===== config.mk =====
export PLATFORM = sky130hd
export DESIGN_NAME = ksaes_ctrl
export DESIGN_NICKNAME = d
export VERILOG_FILES = /design/src/ksaes_pkg.sv /design/src/ksaes_ctrl.sv
export SDC_FILE = /design/constraint.sdc
export NUM_CORES = 1
export LEC_CHECK = 0
export BUFFER_PORTS_ARGS = -buffer_cell sky130_fd_sc_hd__buf_4
export CAP_MARGIN = 20
export CORE_MARGIN = 4
export CORE_UTILIZATION = 45
export DETAILED_ROUTE_END_ITERATION = 10
export GPL_TIMING_DRIVEN = 0
export PLACE_DENSITY_LB_ADDON = 0.25
export SLEW_MARGIN = 15
export SYNTH_ARGS = -nofsm -noshare
export SYNTH_HDL_FRONTEND = slang
export SYNTH_SLANG_ARGS = --single-unit

===== constraint.sdc =====
create_clock -name aclk -period 1.8 [get_ports aclk]
set_input_delay 0.45 -clock aclk [delete_from_list [all_inputs] [get_ports aclk]]
set_output_delay 0.45 -clock aclk [all_outputs]
set_load 0.02 [all_outputs]

===== src/ksaes_pkg.sv =====
// Package for the keyed-shuffle AES-128 block cipher: types, tables and round functions.
// Used by ksaes_ctrl, ksaes_datapath and the top level; no dependencies.
`timescale 1ns / 1ps
`default_nettype none
package ksaes_pkg;

    localparam int NumRounds  = 10;
    localparam int NumKeys    = NumRounds + 1;
    localparam int KeyIdxW    = $clog2(NumKeys);
    localparam int BitIdxW    = 5;
    localparam int CfgIdxW    = 3;
    localparam logic [31:0] LcgMul = 32'd1664525;
    localparam logic [31:0] LcgAdd = 32'd1013904223;

    localparam logic [CfgIdxW-1:0] REG_KEY_HIGH    = 3'd0;
    localparam logic [CfgIdxW-1:0] REG_KEY_LOW     = 3'd1;
    localparam logic [CfgIdxW-1:0] REG_SECRET_HIGH = 3'd2;
    localparam logic [CfgIdxW-1:0] REG_SECRET_LOW  = 3'd3;
    localparam logic [CfgIdxW-1:0] REG_VARIANT     = 3'd4;

    typedef enum logic [2:0] {
        ST_IDLE, ST_EXPAND, ST_LCG, ST_MOD, ST_SWAP, ST_INIT, ST_ROUND, ST_DONE
    } state_t;

    typedef struct packed {
        logic               load;
        logic               exp_step;
        logic [KeyIdxW-1:0] kidx;
        logic               lcg_step;
        logic               mod_step;
        logic [BitIdxW-1:0] bit_idx;
        logic               swap;
        logic [KeyIdxW-1:0] step;
        logic               init_add;
        logic               round_step;
        logic [KeyIdxW-1:0] round;
        logic               last;
        logic               out_load;
        logic               derive_done;
    } cmd_t;

    typedef struct packed {
        logic sched_ready;
        logic variant;
        logic mode;
        logic out_busy;
    } sts_t;

    localparam logic [7:0] RCON [NumRounds] = '{
        8'h01, 8'h02, 8'h04, 8'h08, 8'h10, 8'h20, 8'h40, 8'h80, 8'h1b, 8'h36
    };

    localparam logic [7:0] SBOX [256] = '{
        8'h63,8'h7c,8'h77,8'h7b,8'hf2,8'h6b,8'h6f,8'hc5,8'h30,8'h01,8'h67,8'h2b,8'hfe,8'hd7,8'hab,8'h76,
        8'hca,8'h82,8'hc9,8'h7d,8'hfa,8'h59,8'h47,8'hf0,8'had,8'hd4,8'ha2,8'haf,8'h9c,8'ha4,8'h72,8'hc0,
        8'hb7,8'hfd,8'h93,8'h26,8'h36,8'h3f,8'hf7,8'hcc,8'h34,8'ha5,8'he5,8'hf1,8'h71,8'hd8,8'h31,8'h15,
        8'h04,8'hc7,8'h23,8'hc3,8'h18,8'h96,8'h05,8'h9a,8'h07,8'h12,8'h80,8'he2,8'heb,8'h27,8'hb2,8'h75,
        8'h09,8'h83,8'h2c,8'h1a,8'h1b,8'h6e,8'h5a,8'ha0,8'h52,8'h3b,8'hd6,8'hb3,8'h29,8'he3,8'h2f,8'h84,
        8'h53,8'hd1,8'h00,8'hed,8'h20,8'hfc,8'hb1,8'h5b,8'h6a,8'hcb,8'hbe,8'h39,8'h4a,8'h4c,8'h58,8'hcf,
        8'hd0,8'hef,8'haa,8'hfb,8'h43,8'h4d,8'h33,8'h85,8'h45,8'hf9,8'h02,8'h7f,8'h50,8'h3c,8'h9f,8'ha8,
        8'h51,8'ha3,8'h40,8'h8f,8'h92,8'h9d,8'h38,8'hf5,8'hbc,8'hb6,8'hda,8'h21,8'h10,8'hff,8'hf3,8'hd2,
        8'hcd,8'h0c,8'h13,8'hec,8'h5f,8'h97,8'h44,8'h17,8'hc4,8'ha7,8'h7e,8'h3d,8'h64,8'h5d,8'h19,8'h73,
        8'h60,8'h81,8'h4f,8'hdc,8'h22,8'h2a,8'h90,8'h88,8'h46,8'hee,8'hb8,8'h14,8'hde,8'h5e,8'h0b,8'hdb,
        8'he0,8'h32,8'h3a,8'h0a,8'h49,8'h06,8'h24,8'h5c,8'hc2,8'hd3,8'hac,8'h62,8'h91,8'h95,8'he4,8'h79,
        8'he7,8'hc8,8'h37,8'h6d,8'h8d,8'hd5,8'h4e,8'ha9,8'h6c,8'h56,8'hf4,8'hea,8'h65,8'h7a,8'hae,8'h08,
        8'hba,8'h78,8'h25,8'h2e,8'h1c,8'ha6,8'hb4,8'hc6,8'he8,8'hdd,8'h74,8'h1f,8'h4b,8'hbd,8'h8b,8'h8a,
        8'h70,8'h3e,8'hb5,8'h66,8'h48,8'h03,8'hf6,8'h0e,8'h61,8'h35,8'h57,8'hb9,8'h86,8'hc1,8'h1d,8'h9e,
        8'he1,8'hf8,8'h98,8'h11,8'h69,8'hd9,8'h8e,8'h94,8'h9b,8'h1e,8'h87,8'he9,8'hce,8'h55,8'h28,8'hdf,
        8'h8c,8'ha1,8'h89,8'h0d,8'hbf,8'he6,8'h42,8'h68,8'h41,8'h99,8'h2d,8'h0f,8'hb0,8'h54,8'hbb,8'h16
    };

    localparam logic [7:0] INV_SBOX [256] = '{
        8'h52,8'h09,8'h6a,8'hd5,8'h30,8'h36,8'ha5,8'h38,8'hbf,8'h40,8'ha3,8'h9e,8'h81,8'hf3,8'hd7,8'hfb,
        8'h7c,8'he3,8'h39,8'h82,8'h9b,8'h2f,8'hff,8'h87,8'h34,8'h8e,8'h43,8'h44,8'hc4,8'hde,8'he9,8'hcb,
        8'h54,8'h7b,8'h94,8'h32,8'ha6,8'hc2,8'h23,8'h3d,8'hee,8'h4c,8'h95,8'h0b,8'h42,8'hfa,8'hc3,8'h4e,
        8'h08,8'h2e,8'ha1,8'h66,8'h28,8'hd9,8'h24,8'hb2,8'h76,8'h5b,8'ha2,8'h49,8'h6d,8'h8b,8'hd1,8'h25,
        8'h72,8'hf8,8'hf6,8'h64,8'h86,8'h68,8'h98,8'h16,8'hd4,8'ha4,8'h5c,8'hcc,8'h5d,8'h65,8'hb6,8'h92,
        8'h6c,8'h70,8'h48,8'h50,8'hfd,8'hed,8'hb9,8'hda,8'h5e,8'h15,8'h46,8'h57,8'ha7,8'h8d,8'h9d,8'h84,
        8'h90,8'hd8,8'hab,8'h00,8'h8c,8'hbc,8'hd3,8'h0a,8'hf7,8'he4,8'h58,8'h05,8'hb8,8'hb3,8'h45,8'h06,
        8'hd0,8'h2c,8'h1e,8'h8f,8'hca,8'h3f,8'h0f,8'h02,8'hc1,8'haf,8'hbd,8'h03,8'h01,8'h13,8'h8a,8'h6b,
        8'h3a,8'h91,8'h11,8'h41,8'h4f,8'h67,8'hdc,8'hea,8'h97,8'hf2,8'hcf,8'hce,8'hf0,8'hb4,8'he6,8'h73,
        8'h96,8'hac,8'h74,8'h22,8'he7,8'had,8'h35,8'h85,8'he2,8'hf9,8'h37,8'he8,8'h1c,8'h75,8'hdf,8'h6e,
        8'h47,8'hf1,8'h1a,8'h71,8'h1d,8'h29,8'hc5,8'h89,8'h6f,8'hb7,8'h62,8'h0e,8'haa,8'h18,8'hbe,8'h1b,
        8'hfc,8'h56,8'h3e,8'h4b,8'hc6,8'hd2,8'h79,8'h20,8'h9a,8'hdb,8'hc0,8'hfe,8'h78,8'hcd,8'h5a,8'hf4,
        8'h1f,8'hdd,8'ha8,8'h33,8'h88,8'h07,8'hc7,8'h31,8'hb1,8'h12,8'h10,8'h59,8'h27,8'h80,8'hec,8'h5f,
        8'h60,8'h51,8'h7f,8'ha9,8'h19,8'hb5,8'h4a,8'h0d,8'h2d,8'he5,8'h7a,8'h9f,8'h93,8'hc9,8'h9c,8'hef,
        8'ha0,8'he0,8'h3b,8'h4d,8'hae,8'h2a,8'hf5,8'hb0,8'hc8,8'heb,8'hbb,8'h3c,8'h83,8'h53,8'h99,8'h61,
        8'h17,8'h2b,8'h04,8'h7e,8'hba,8'h77,8'hd6,8'h26,8'he1,8'h69,8'h14,8'h63,8'h55,8'h21,8'h0c,8'h7d
    };

    function automatic logic [7:0] xt(input logic [7:0] a);
        return {a[6:0], 1'b0} ^ (a[7] ? 8'h1b : 8'h00);
    endfunction

    // byte 0 sits in the top bits of the 128-bit state
    function automatic logic [127:0] sub_shift(input logic [127:0] s);
        logic [127:0] o;
        o = '0;
        for (int c = 0; c < 4; c++) begin
            for (int r = 0; r < 4; r++) begin
                o[127-8*(r+4*c) -: 8] = SBOX[s[127-8*(r+4*((c+r)%4)) -: 8]];
            end
        end
        return o;
    endfunction

    function automatic logic [127:0] inv_sub_shift(input logic [127:0] s);
        logic [127:0] o;
        o = '0;
        for (int c = 0; c < 4; c++) begin
            for (int r = 0; r < 4; r++) begin
                o[127-8*(r+4*((c+r)%4)) -: 8] = INV_SBOX[s[127-8*(r+4*c) -: 8]];
            end
        end
        return o;
    endfunction

    function automatic logic [127:0] mix(input logic [127:0] s);
        logic [127:0] o;
        logic [7:0]   a [4];
        logic [7:0]   all;
        o = '0;
        for (int c = 0; c < 4; c++) begin
            for (int r = 0; r < 4; r++) a[r] = s[127-8*(r+4*c) -: 8];
            all = a[0] ^ a[1] ^ a[2] ^ a[3];
            for (int r = 0; r < 4; r++) begin
                o[127-8*(r+4*c) -: 8] = a[r] ^ all ^ xt(a[r] ^ a[(r+1)%4]);
            end
        end
        return o;
    endfunction

    function automatic logic [127:0] inv_mix(input logic [127:0] s);
        logic [127:0] o;
        logic [7:0]   a2 [4];
        logic [7:0]   a4 [4];
        logic [7:0]   a8 [4];
        logic [7:0]   a1 [4];
        o = '0;
        for (int c = 0; c < 4; c++) begin
            for (int r = 0; r < 4; r++) begin
                a1[r] = s[127-8*(r+4*c) -: 8];
                a2[r] = xt(a1[r]);
                a4[r] = xt(a2[r]);
                a8[r] = xt(a4[r]);
            end
            for (int r = 0; r < 4; r++) begin
                o[127-8*(r+4*c) -: 8] =
                    (a8[r] ^ a4[r] ^ a2[r]) ^
                    (a8[(r+1)%4] ^ a2[(r+1)%4] ^ a1[(r+1)%4]) ^
                    (a8[(r+2)%4] ^ a4[(r+2)%4] ^ a1[(r+2)%4]) ^
                    (a8[(r+3)%4] ^ a1[(r+3)%4]);
            end
        end
        return o;
    endfunction

    // (v % 9) + 1 via reciprocal multiply, exact for 8-bit v
    function automatic logic [3:0] pick_round(input logic [7:0] v);
        logic [13:0] p;
        logic [4:0]  q;
        logic [7:0]  r;
        p = 14'(v) * 14'd57;
        q = p[13:9];
        r = v - 8'(q) * 8'd9;
        return r[3:0] + 4'd1;
    endfunction

endpackage
`default_nettype wire


===== src/ksaes_ctrl.sv =====
// Sequencer for the keyed-shuffle AES-128 core: key expansion, shuffle, rounds, output.
// Depends on ksaes_pkg; drives ksaes_datapath through cmd_t and reads sts_t.
`timescale 1ns / 1ps
`default_nettype none
module ksaes_ctrl (
    input  wire logic           aclk,
    input  wire logic           aresetn,
    input  wire logic           s_tvalid,
    output logic                s_tready,
    input  wire ksaes_pkg::sts_t sts,
    output ksaes_pkg::cmd_t     cmd
);
    import ksaes_pkg::*;

    state_t               state_reg, state_next;
    logic [KeyIdxW-1:0]   cnt_reg, cnt_next;
    logic [BitIdxW-1:0]   bit_reg, bit_next;

    always_ff @(posedge aclk) begin
        if (!aresetn) begin
            state_reg <= ST_IDLE;
            cnt_reg   <= '0;
            bit_reg   <= '0;
        end else begin
            state_reg <= state_next;
            cnt_reg   <= cnt_next;
            bit_reg   <= bit_next;
        end
    end

    always_comb begin
        state_next = state_reg;
        cnt_next   = cnt_reg;
        bit_next   = bit_reg;
        unique case (state_reg)
            ST_IDLE: begin
                if (s_tvalid) begin
                    state_next = sts.sched_ready ? ST_INIT : ST_EXPAND;
                    cnt_next   = KeyIdxW'(1);
                end
            end
            ST_EXPAND: begin
                if (cnt_reg == KeyIdxW'(NumRounds)) begin
                    state_next = sts.variant ? ST_LCG : ST_INIT;
                end else begin
                    cnt_next = cnt_reg + KeyIdxW'(1);
                end
            end
            ST_LCG: begin
                state_next = ST_MOD;
                bit_next   = '1;
            end
            ST_MOD: begin
                if (bit_reg == '0) state_next = ST_SWAP;
                else bit_next = bit_reg - BitIdxW'(1);
            end
            ST_SWAP: begin
                if (cnt_reg == KeyIdxW'(1)) begin
                    state_next = ST_INIT;
                end else begin
                    state_next = ST_LCG;
                    cnt_next   = cnt_reg - KeyIdxW'(1);
                end
            end
            ST_INIT: begin
                state_next = ST_ROUND;
                cnt_next   = KeyIdxW'(1);
            end
            ST_ROUND: begin
                if (cnt_reg == KeyIdxW'(NumRounds)) state_next = ST_DONE;
                else cnt_next = cnt_reg + KeyIdxW'(1);
            end
            ST_DONE: begin
                if (!sts.out_busy) state_next = ST_IDLE;
            end
            default: state_next = ST_IDLE;
        endcase
    end

    always_comb begin
        cmd         = '0;
        cmd.kidx    = cnt_reg;
        cmd.step    = cnt_reg;
        cmd.bit_idx = bit_reg;
        cmd.last    = (cnt_reg == KeyIdxW'(NumRounds));
        cmd.round   = sts.mode ? KeyIdxW'(NumRounds) - cnt_reg : cnt_reg;
        s_tready    = 1'b0;
        unique case (state_reg)
            ST_IDLE: begin
                s_tready = 1'b1;
                cmd.load = s_tvalid;
            end
            ST_EXPAND: begin
                cmd.exp_step    = 1'b1;
                cmd.derive_done = (cnt_reg == KeyIdxW'(NumRounds)) && !sts.variant;
            end
            ST_LCG:  cmd.lcg_step = 1'b1;
            ST_MOD:  cmd.mod_step = 1'b1;
            ST_SWAP: begin
                cmd.swap        = 1'b1;
                cmd.derive_done = (cnt_reg == KeyIdxW'(1));
            end
            ST_INIT: begin
                cmd.init_add = 1'b1;
                cmd.round    = sts.mode ? KeyIdxW'(NumRounds) : '0;
            end
            ST_ROUND: cmd.round_step = 1'b1;
            ST_DONE:  cmd.out_load   = !sts.out_busy;
            default: ;
        endcase
    end

endmodule
`default_nettype wire


==> results of run 1 <==
-- metal layers --
metal / up-vias / routed length [um] / GRT usage
li1: 633 / - / -
met4: 0 / 111 / 0.105
met1: 669 / 1680 / 0.280
met2: 68 / 2130 / 0.413
met3: 13 / 300 / 0.0460
met5: - / 0 / 0
-- synth_stat cells (all sizes together), types with 4 or more instances --
cell type   n  share of area
inv        11          0.039
dfxtp      12           0.23
ha          5          0.059
o21ai       4          0.019
nor2       10          0.035
o21a        5          0.035
buf         6          0.042
nand3       6          0.028
a21oi      12          0.056
nor3        6          0.028
clkbuf      9          0.032
nand2       4          0.014
nand2b      5          0.029
o211ai      4          0.028
-- path summary, 6_finish.rpt --
| path | startpoint | to | slack (ns) | cells after the start |
|---|---|---|---|---|
| max | cnt_reg[1] | cmd[0] | -0.24 | 7 |
| min reg2reg | bit_reg[4] | bit_reg[4] | 0.59 | 1 |
| max reg2reg | cnt_reg[1] | state_reg[0] | -0.09 | 8 |
| min | aresetn | cnt_reg[0] | 0.58 | 2 |
-- where the power goes --
| group | switching (W) | internal (W) | total [W] |
|---|---|---|---|
| logic | 0.00154 | 0.00152 | 0.00306 |
| registers | 0.000175 | 0.000411 | 0.000586 |
| clock network | 0.000109 | 0.000123 | 0.000233 |
-- through the flow --
| step | std cells | setup TNS, ns |
|---|---|---|
| after floorplan | 141 | -0.215 |
| after global placement | 202 | -1.50 |
| after detailed placement | 202 | -1.77 |
| after CTS | 220 | -0.635 |
| after global routing | 228 | -1.70 |
| final | 228 | -0.972 |
-- cell type report --
cell class              instances  area, um^2
inverters                      11        48.8
multi-input cells             103         902
fillers                       123         348
repair buffers                 61         495
plain buffers                   9         104
flip-flops and latches         12         264
clock buffers                   4        36.3
well taps                      28        35.0
-- cells by family after synthesis --
logic type | synth area share
xor+xnor | 0.0329
flops | 0.226
compound gates | 0.300
fa+ha+maj | 0.0588
simple gates | 0.269
buf+inv | 0.113
-- timing repair --
item | in CTS | in global routing
cloned | 0 | 0
endpoints found under the setup margin | 22 | 20
resized for setup | 43 | 30
setup buffers | 19 | 9
pin swaps | 8 | 12
==> impl_metrics.prom, run 1 <==
# TYPE chip_impl_metric gauge
chip_impl_metric{name="synth-async-reset-ratio",unit=""} 0
chip_impl_metric{name="post_synth.cell_area_avg",unit="um^2"} 7.54
chip_impl_metric{name="yosys.cell_types.count",unit=""} 45
chip_impl_metric{name="cts_buffers",unit=""} 3
chip_impl_metric{name="fin_util",unit=""} 0.844
chip_impl_info{name="ctsRootBufferMaster",value="clkbuf_4"} 1
chip_impl_info{name="layout_commonest_cell",value="buf_4"} 1
chip_impl_metric{name="area_growth_syn_to_layout",unit="%"} 77.3
chip_impl_info{name="critical_path.top_delay_family",value="simple AND/OR/NAND/NOR gates"} 1
chip_impl_metric{name="final_min_period_over_clock_period",unit=""} 1.14
chip_impl_info{name="run_status",value="complete, but fails checks"} 1
chip_impl_metric{name="die_w",unit="um"} 56.6
chip_impl_metric{name="p_total",unit="W"} 0.00388
chip_impl_metric{name="final-setup-viol-count",unit=""} 13
chip_impl_metric{name="worst_path_largest_cell_delay",unit="ns"} 0.40
chip_impl_metric{name="period_needed",unit="ns"} 2.04
chip_impl_metric{name="synth.yosys.warnings",unit=""} 0
chip_impl_metric{name="fin_area",unit="um^2"} 1890
chip_impl_info{name="setup.worst_path.end_class",value="primary output"} 1
chip_impl_metric{name="clk_pin_slew",unit="ns"} 0.09
chip_impl_info{name="cts_tree",value="done"} 1
chip_impl_metric{name="first_global_vias",unit=""} 1295
chip_impl_metric{name="wire_per_inst",unit="um"} 18.5
chip_impl_metric{name="place_worst_setup_slack",unit="ns"} -0.227
chip_impl_metric{name="initial_core_util",unit=""} 0.476
chip_impl_info{name="element_type_at_the_critical_path_start",value="register"} 1
chip_impl_metric{name="critical_path_required_time",unit="ns"} 1.35
chip_impl_metric{name="wirelength",unit="um"} 4220
chip_impl_metric{name="antenna_cells",unit=""} 0
chip_impl_info{name="layout.cells.most_common_list",value="buf_4, buf_6, nor2_1"} 1
chip_impl_info{name="hold_path.class",value="in2reg"} 1
chip_impl_metric{name="max_clock_freq",unit="GHz"} 0.489
chip_impl_metric{name="hold_viol_final",unit=""} 0
chip_impl_metric{name="finalNetCount",unit=""} 213
chip_impl_metric{name="clock-sinks",unit=""} 12
chip_impl_info{name="critical_path.cell_chain",value="inv_4 > ha_4 > or3b_4 > nor2_4 > a21oi_2 > nor2_2 > buf_6"} 1
chip_impl_metric{name="synthesis.area",unit="um^2"} 1060
chip_impl_metric{name="cp.buffers_inverters",unit=""} 2
chip_impl_metric{name="crit_fanout",unit=""} 2
chip_impl_metric{name="synth-edff-count",unit=""} 0
chip_impl_metric{name="track_usage",unit=""} 0.238
chip_impl_metric{name="globalplace.congestion",unit=""} 0.793
chip_impl_metric{name="dp_hpwl",unit="um"} 2170
chip_impl_metric{name="max_root_sink_buffers",unit=""} 2
chip_impl_metric{name="floorplan.rows",unit=""} 17
chip_impl_metric{name="max_slew_headroom",unit=""} 0.693
chip_impl_metric{name="boundaryPins",unit=""} 35
chip_impl_metric{name="final.setup_skew",unit="ns"} 0.00170
chip_impl_info{name="yosys_most_used_dff",value="dfxtp_1"} 1
chip_impl_info{name="timing.critical_path.slowest_stage_cell",value="or3b_4"} 1
chip_impl_metric{name="ys_seq_area_frac",unit=""} 0.226
chip_impl_metric{name="postSynthNetCount",unit=""} 153
chip_impl_metric{name="max_slew.worst_pin.slew",unit="ns"} 0.460
chip_impl_metric{name="irDropWorstVdd",unit="mV"} 1.45
chip_impl_metric{name="synthesis.instances",unit=""} 141
chip_impl_info{name="critical_path_class",value="reg2out"} 1
chip_impl_metric{name="timing.hold.ws",unit="ns"} 0.580
chip_impl_metric{name="p_leak",unit="nW"} 0.840
chip_impl_metric{name="ys_ff_latch",unit=""} 12
chip_impl_metric{name="drv.max_cap_violation_count",unit=""} 0
chip_impl_metric{name="worst_slack",unit="ns"} -0.243
chip_impl_metric{name="fp.dieH",unit="um"} 56.6
chip_impl_metric{name="antenna_violating_nets_post_route",unit=""} 0
chip_impl_metric{name="wire_length_of_the_first_global_routing_pass",unit="um"} 6090
chip_impl_metric{name="drive_above_1_share",unit=""} 0.615
chip_impl_metric{name="io_buffers",unit=""} 33
chip_impl_metric{name="grt_start_max_net_pins",unit=""} 14
chip_impl_metric{name="largest_register_ffs",unit=""} 5
chip_impl_metric{name="cts-hold-fix-buffers",unit=""} 0
chip_impl_metric{name="drt-pass1-iter-count",unit=""} 4
chip_impl_metric{name="antenna_found_initial",unit=""} 0
chip_impl_metric{name="drt-vias-per-instance",unit=""} 6.07
chip_impl_metric{name="finalMaxSlewViolations",unit=""} 0
chip_impl_metric{name="powerDensity",unit="nW/um^2"} 2060
chip_impl_metric{name="crit_arrival",unit="ns"} 1.59
chip_impl_metric{name="detailed_place.area",unit="um^2"} 1410
chip_impl_info{name="violated_checks",value="setup timing"} 1
chip_impl_metric{name="number_of_drc_markers_after_the_initial_detailed_route_iteration",unit=""} 43
chip_impl_metric{name="grt_remaining_overflow",unit=""} 0
chip_impl_metric{name="htree_num_levels",unit=""} 1
chip_impl_metric{name="via_count",unit=""} 1383
chip_impl_metric{name="fp.dieArea",unit="um^2"} 3210
chip_impl_metric{name="fp.coreArea",unit="um^2"} 2230
chip_impl_metric{name="clkLatencyLatePin",unit="ns"} 0.29
chip_impl_metric{name="drcViolationCount",unit=""} 0
chip_impl_info{name="unrepaired_setup_endpoints_after_global_routing",value="true"} 1
No activity file was read; power rests on OpenSTA's default activity.
==> run 2, diff against run 1 <==
--- a/config.mk
+++ b/config.mk
@@ -9,6 +9,7 @@
 export CAP_MARGIN = 20
 export CORE_MARGIN = 4
 export CORE_UTILIZATION = 45
+export CTS_BUF_LIST = sky130_fd_sc_hd__clkbuf_16
 export DETAILED_ROUTE_END_ITERATION = 10
 export GPL_TIMING_DRIVEN = 0
 export PLACE_DENSITY_LB_ADDON = 0.25
==> run 2 against run 1 <==
Net effect:
- the run still ends with setup timing left
- non-clock buffer count is 9 lower
- utilization is 3.8 points lower
- highest routed layer unchanged
- first-iteration DRC count is 44% higher
- die area stayed put
- clock power is 79% higher
- via count is 5.1% lower
- critical path depth is 1 lower
- count of clock-buffer cells in the layout is 1 lower
- sequential power hardly changed
- largest power group unchanged
==> impl_metrics.prom, run 2 (synthesized netlist as in run 1, its figures left out) <==
# TYPE chip_impl_metric gauge
chip_impl_metric{name="area_growth_syn_to_layout",unit="%"} 69.3
chip_impl_metric{name="finalNetCount",unit=""} 204
chip_impl_metric{name="regToRegSetupSlack",unit="ns"} -0.04
chip_impl_info{name="layout_commonest_cell",value="buf_4"} 1
chip_impl_metric{name="critical_path_required_time",unit="ns"} 1.35
chip_impl_metric{name="clk_pin_slew",unit="ns"} 0.05
chip_impl_metric{name="crit_fanout",unit=""} 8
chip_impl_info{name="ctsRootBufferMaster",value="clkbuf_16"} 1
chip_impl_metric{name="powerDensity",unit="nW/um^2"} 2090
chip_impl_metric{name="antenna_cells",unit=""} 0
chip_impl_metric{name="clock-sinks",unit=""} 12
chip_impl_info{name="setup.worst_path.end_class",value="primary output"} 1
chip_impl_metric{name="fp.dieArea",unit="um^2"} 3210
chip_impl_metric{name="crit_arrival",unit="ns"} 1.54
chip_impl_metric{name="hold-path-cell-count",unit=""} 1
chip_impl_metric{name="cp.buffers_inverters",unit=""} 2
chip_impl_metric{name="wire_per_inst",unit="um"} 16.7
chip_impl_metric{name="grt_remaining_overflow",unit=""} 0
chip_impl_metric{name="detailed_place.area",unit="um^2"} 1410
chip_impl_metric{name="dp_hpwl",unit="um"} 2170
chip_impl_metric{name="final_min_period_over_clock_period",unit=""} 1.10
chip_impl_info{name="hold_end",value="bit_reg[4]"} 1
chip_impl_metric{name="wirelength",unit="um"} 3650
chip_impl_metric{name="antenna_violating_nets_post_route",unit=""} 0
chip_impl_metric{name="drv.max_cap_violation_count",unit=""} 0
chip_impl_info{name="layout.cells.most_common_list",value="buf_4, nor2_1, a21oi_1"} 1
chip_impl_metric{name="place_worst_setup_slack",unit="ns"} -0.227
chip_impl_info{name="unrepaired_setup_endpoints_after_global_routing",value="true"} 1
chip_impl_metric{name="floorplan.rows",unit=""} 17
chip_impl_info{name="hp-start",value="bit_reg[4]"} 1
chip_impl_metric{name="worst_path_largest_cell_delay",unit="ns"} 0.35
chip_impl_metric{name="track_usage",unit=""} 0.217
chip_impl_metric{name="drt-pass1-iter-count",unit=""} 4
chip_impl_metric{name="wire_length_of_the_first_global_routing_pass",unit="um"} 5800
chip_impl_metric{name="fin_area",unit="um^2"} 1800
chip_impl_metric{name="period_needed",unit="ns"} 1.99
chip_impl_metric{name="max_root_sink_buffers",unit=""} 2
chip_impl_metric{name="fp.dieH",unit="um"} 56.6
chip_impl_metric{name="clkLatencyLatePin",unit="ns"} 0.24
chip_impl_info{name="timing.rr.start",value="cnt_reg[1]"} 1
chip_impl_metric{name="io_buffers",unit=""} 33
chip_impl_metric{name="fp.coreArea",unit="um^2"} 2230
chip_impl_info{name="critical_path_class",value="reg2out"} 1
chip_impl_metric{name="setup-tns-final",unit="ns"} -0.381
chip_impl_metric{name="timing.hold.ws",unit="ns"} 0.574
chip_impl_metric{name="initial_core_util",unit=""} 0.476
chip_impl_info{name="worst_r2r_endpoint",value="state_reg[2]"} 1
chip_impl_info{name="timing.critical_path.slowest_stage_cell",value="dfxtp_4"} 1
chip_impl_metric{name="max_clock_freq",unit="GHz"} 0.504
chip_impl_metric{name="drive_above_1_share",unit=""} 0.555
chip_impl_metric{name="via_count",unit=""} 1313
chip_impl_metric{name="worst_r2r_path_depth",unit=""} 6
chip_impl_info{name="cts_tree",value="done"} 1
chip_impl_info{name="element_type_at_the_critical_path_start",value="register"} 1
chip_impl_metric{name="number_of_drc_markers_after_the_initial_detailed_route_iteration",unit=""} 62
chip_impl_info{name="violated_checks",value="setup timing"} 1
chip_impl_info{name="hold_path.class",value="reg2reg"} 1
chip_impl_metric{name="largest_register_ffs",unit=""} 5
chip_impl_metric{name="final.setup_skew",unit="ns"} 0.00205
chip_impl_metric{name="p_total",unit="W"} 0.00376
chip_impl_metric{name="finalMaxSlewViolations",unit=""} 0
chip_impl_metric{name="first_global_vias",unit=""} 1240
chip_impl_metric{name="cts_buffers",unit=""} 3
chip_impl_metric{name="final-setup-viol-count",unit=""} 7
chip_impl_metric{name="globalplace.congestion",unit=""} 0.793
chip_impl_metric{name="irDropWorstVdd",unit="mV"} 1.40
chip_impl_metric{name="hold_viol_final",unit=""} 0
chip_impl_info{name="run_status",value="complete, but fails checks"} 1
chip_impl_metric{name="grt_start_max_net_pins",unit=""} 14
chip_impl_metric{name="worst_slack",unit="ns"} -0.185
chip_impl_metric{name="max_slew.worst_pin.slew",unit="ns"} 0.696
chip_impl_metric{name="max_slew_headroom",unit=""} 0.531
chip_impl_info{name="critical_path.cell_chain",value="buf_4 > ha_1 > and3b_2 > a21oi_2 > nor2_2 > buf_6"} 1
chip_impl_metric{name="p_leak",unit="nW"} 0.793
chip_impl_metric{name="drt-vias-per-instance",unit=""} 6.00
chip_impl_metric{name="boundaryPins",unit=""} 35
chip_impl_metric{name="htree_num_levels",unit=""} 1
chip_impl_metric{name="drcViolationCount",unit=""} 0
chip_impl_metric{name="die_w",unit="um"} 56.6
chip_impl_info{name="critical_path.top_delay_family",value="flip-flops"} 1
chip_impl_metric{name="antenna_found_initial",unit=""} 0
==> run 2: changes by cell type in the layout (fill, tap and decap cells not counted), sizes merged <==
cell / previous run / this run
buf: 69 / 59
clkinv: 0 / 1
==> run 2: timing repair <==
action                                  CTS  global route
pin swaps                                 8            12
endpoints found under the setup margin   22            19
setup buffers                            10            10
resized for setup                        30            27
hold buffers                              0             0
==> run 2: area by class of cell <==
type                            instances  area (um^2)
Timing Repair Buffer                   52          402
Multi-Input combinational cell        103          865
Tap cell                               28         35.0
Sequential cell                        12          267
Inverter                               11         51.3
Clock buffer                            3         75.1
Buffer                                  9          103
Fill cell                             131          433
Clock inverter                          1         3.75
==> run 2: worst reg2reg max path: cells and delay by family, from the launching register on <==
kind	cells	cell delay, ns
AOI/OAI and AO/OA	2	0.63
buffers and inverters	1	0.17
and+or+nand+nor	2	0.36
DFF	1	0.35
adders and majority gates	1	0.21
==> run 2: worst max-delay path by stage <==
stage	startpoint	to	slack (ns)	depth (start not counted)
after floorplan	cnt_reg[0]	cmd[0]	-0.10	5
after global placement	state_reg[2]	cmd[4]	-0.23	6
after detailed placement	state_reg[2]	cmd[4]	-0.23	6
after CTS	cnt_reg[1]	cmd[0]	-0.17	7
after global routing	cnt_reg[1]	cmd[0]	-0.21	6
final	cnt_reg[1]	cmd[0]	-0.19	6
==> run 2: stage by stage <==
step                      instances   util
after floorplan                 141      -
after global placement          202  0.629
after detailed placement        202  0.629
after CTS                       211  0.736
after global routing            219  0.806
final                           219  0.806
==> run 2: per-layer routing <==
layer	GRT usage	up-vias	part of all wire
met2	0.381	60	0.52
met5	0	-	0
met4	0.0644	0	0.019
li1	-	621	-
met3	0.0368	10	0.068
met1	0.267	622	0.39
==> run 2: where the power goes <==
part | switching [W] | total (W) | internal [W]
clock network | 0.000123 | 0.000417 | 0.000293
registers | 0.000171 | 0.000587 | 0.000417
logic | 0.00141 | 0.00276 | 0.00134
total | 0.00171 | 0.00376 | 0.00205
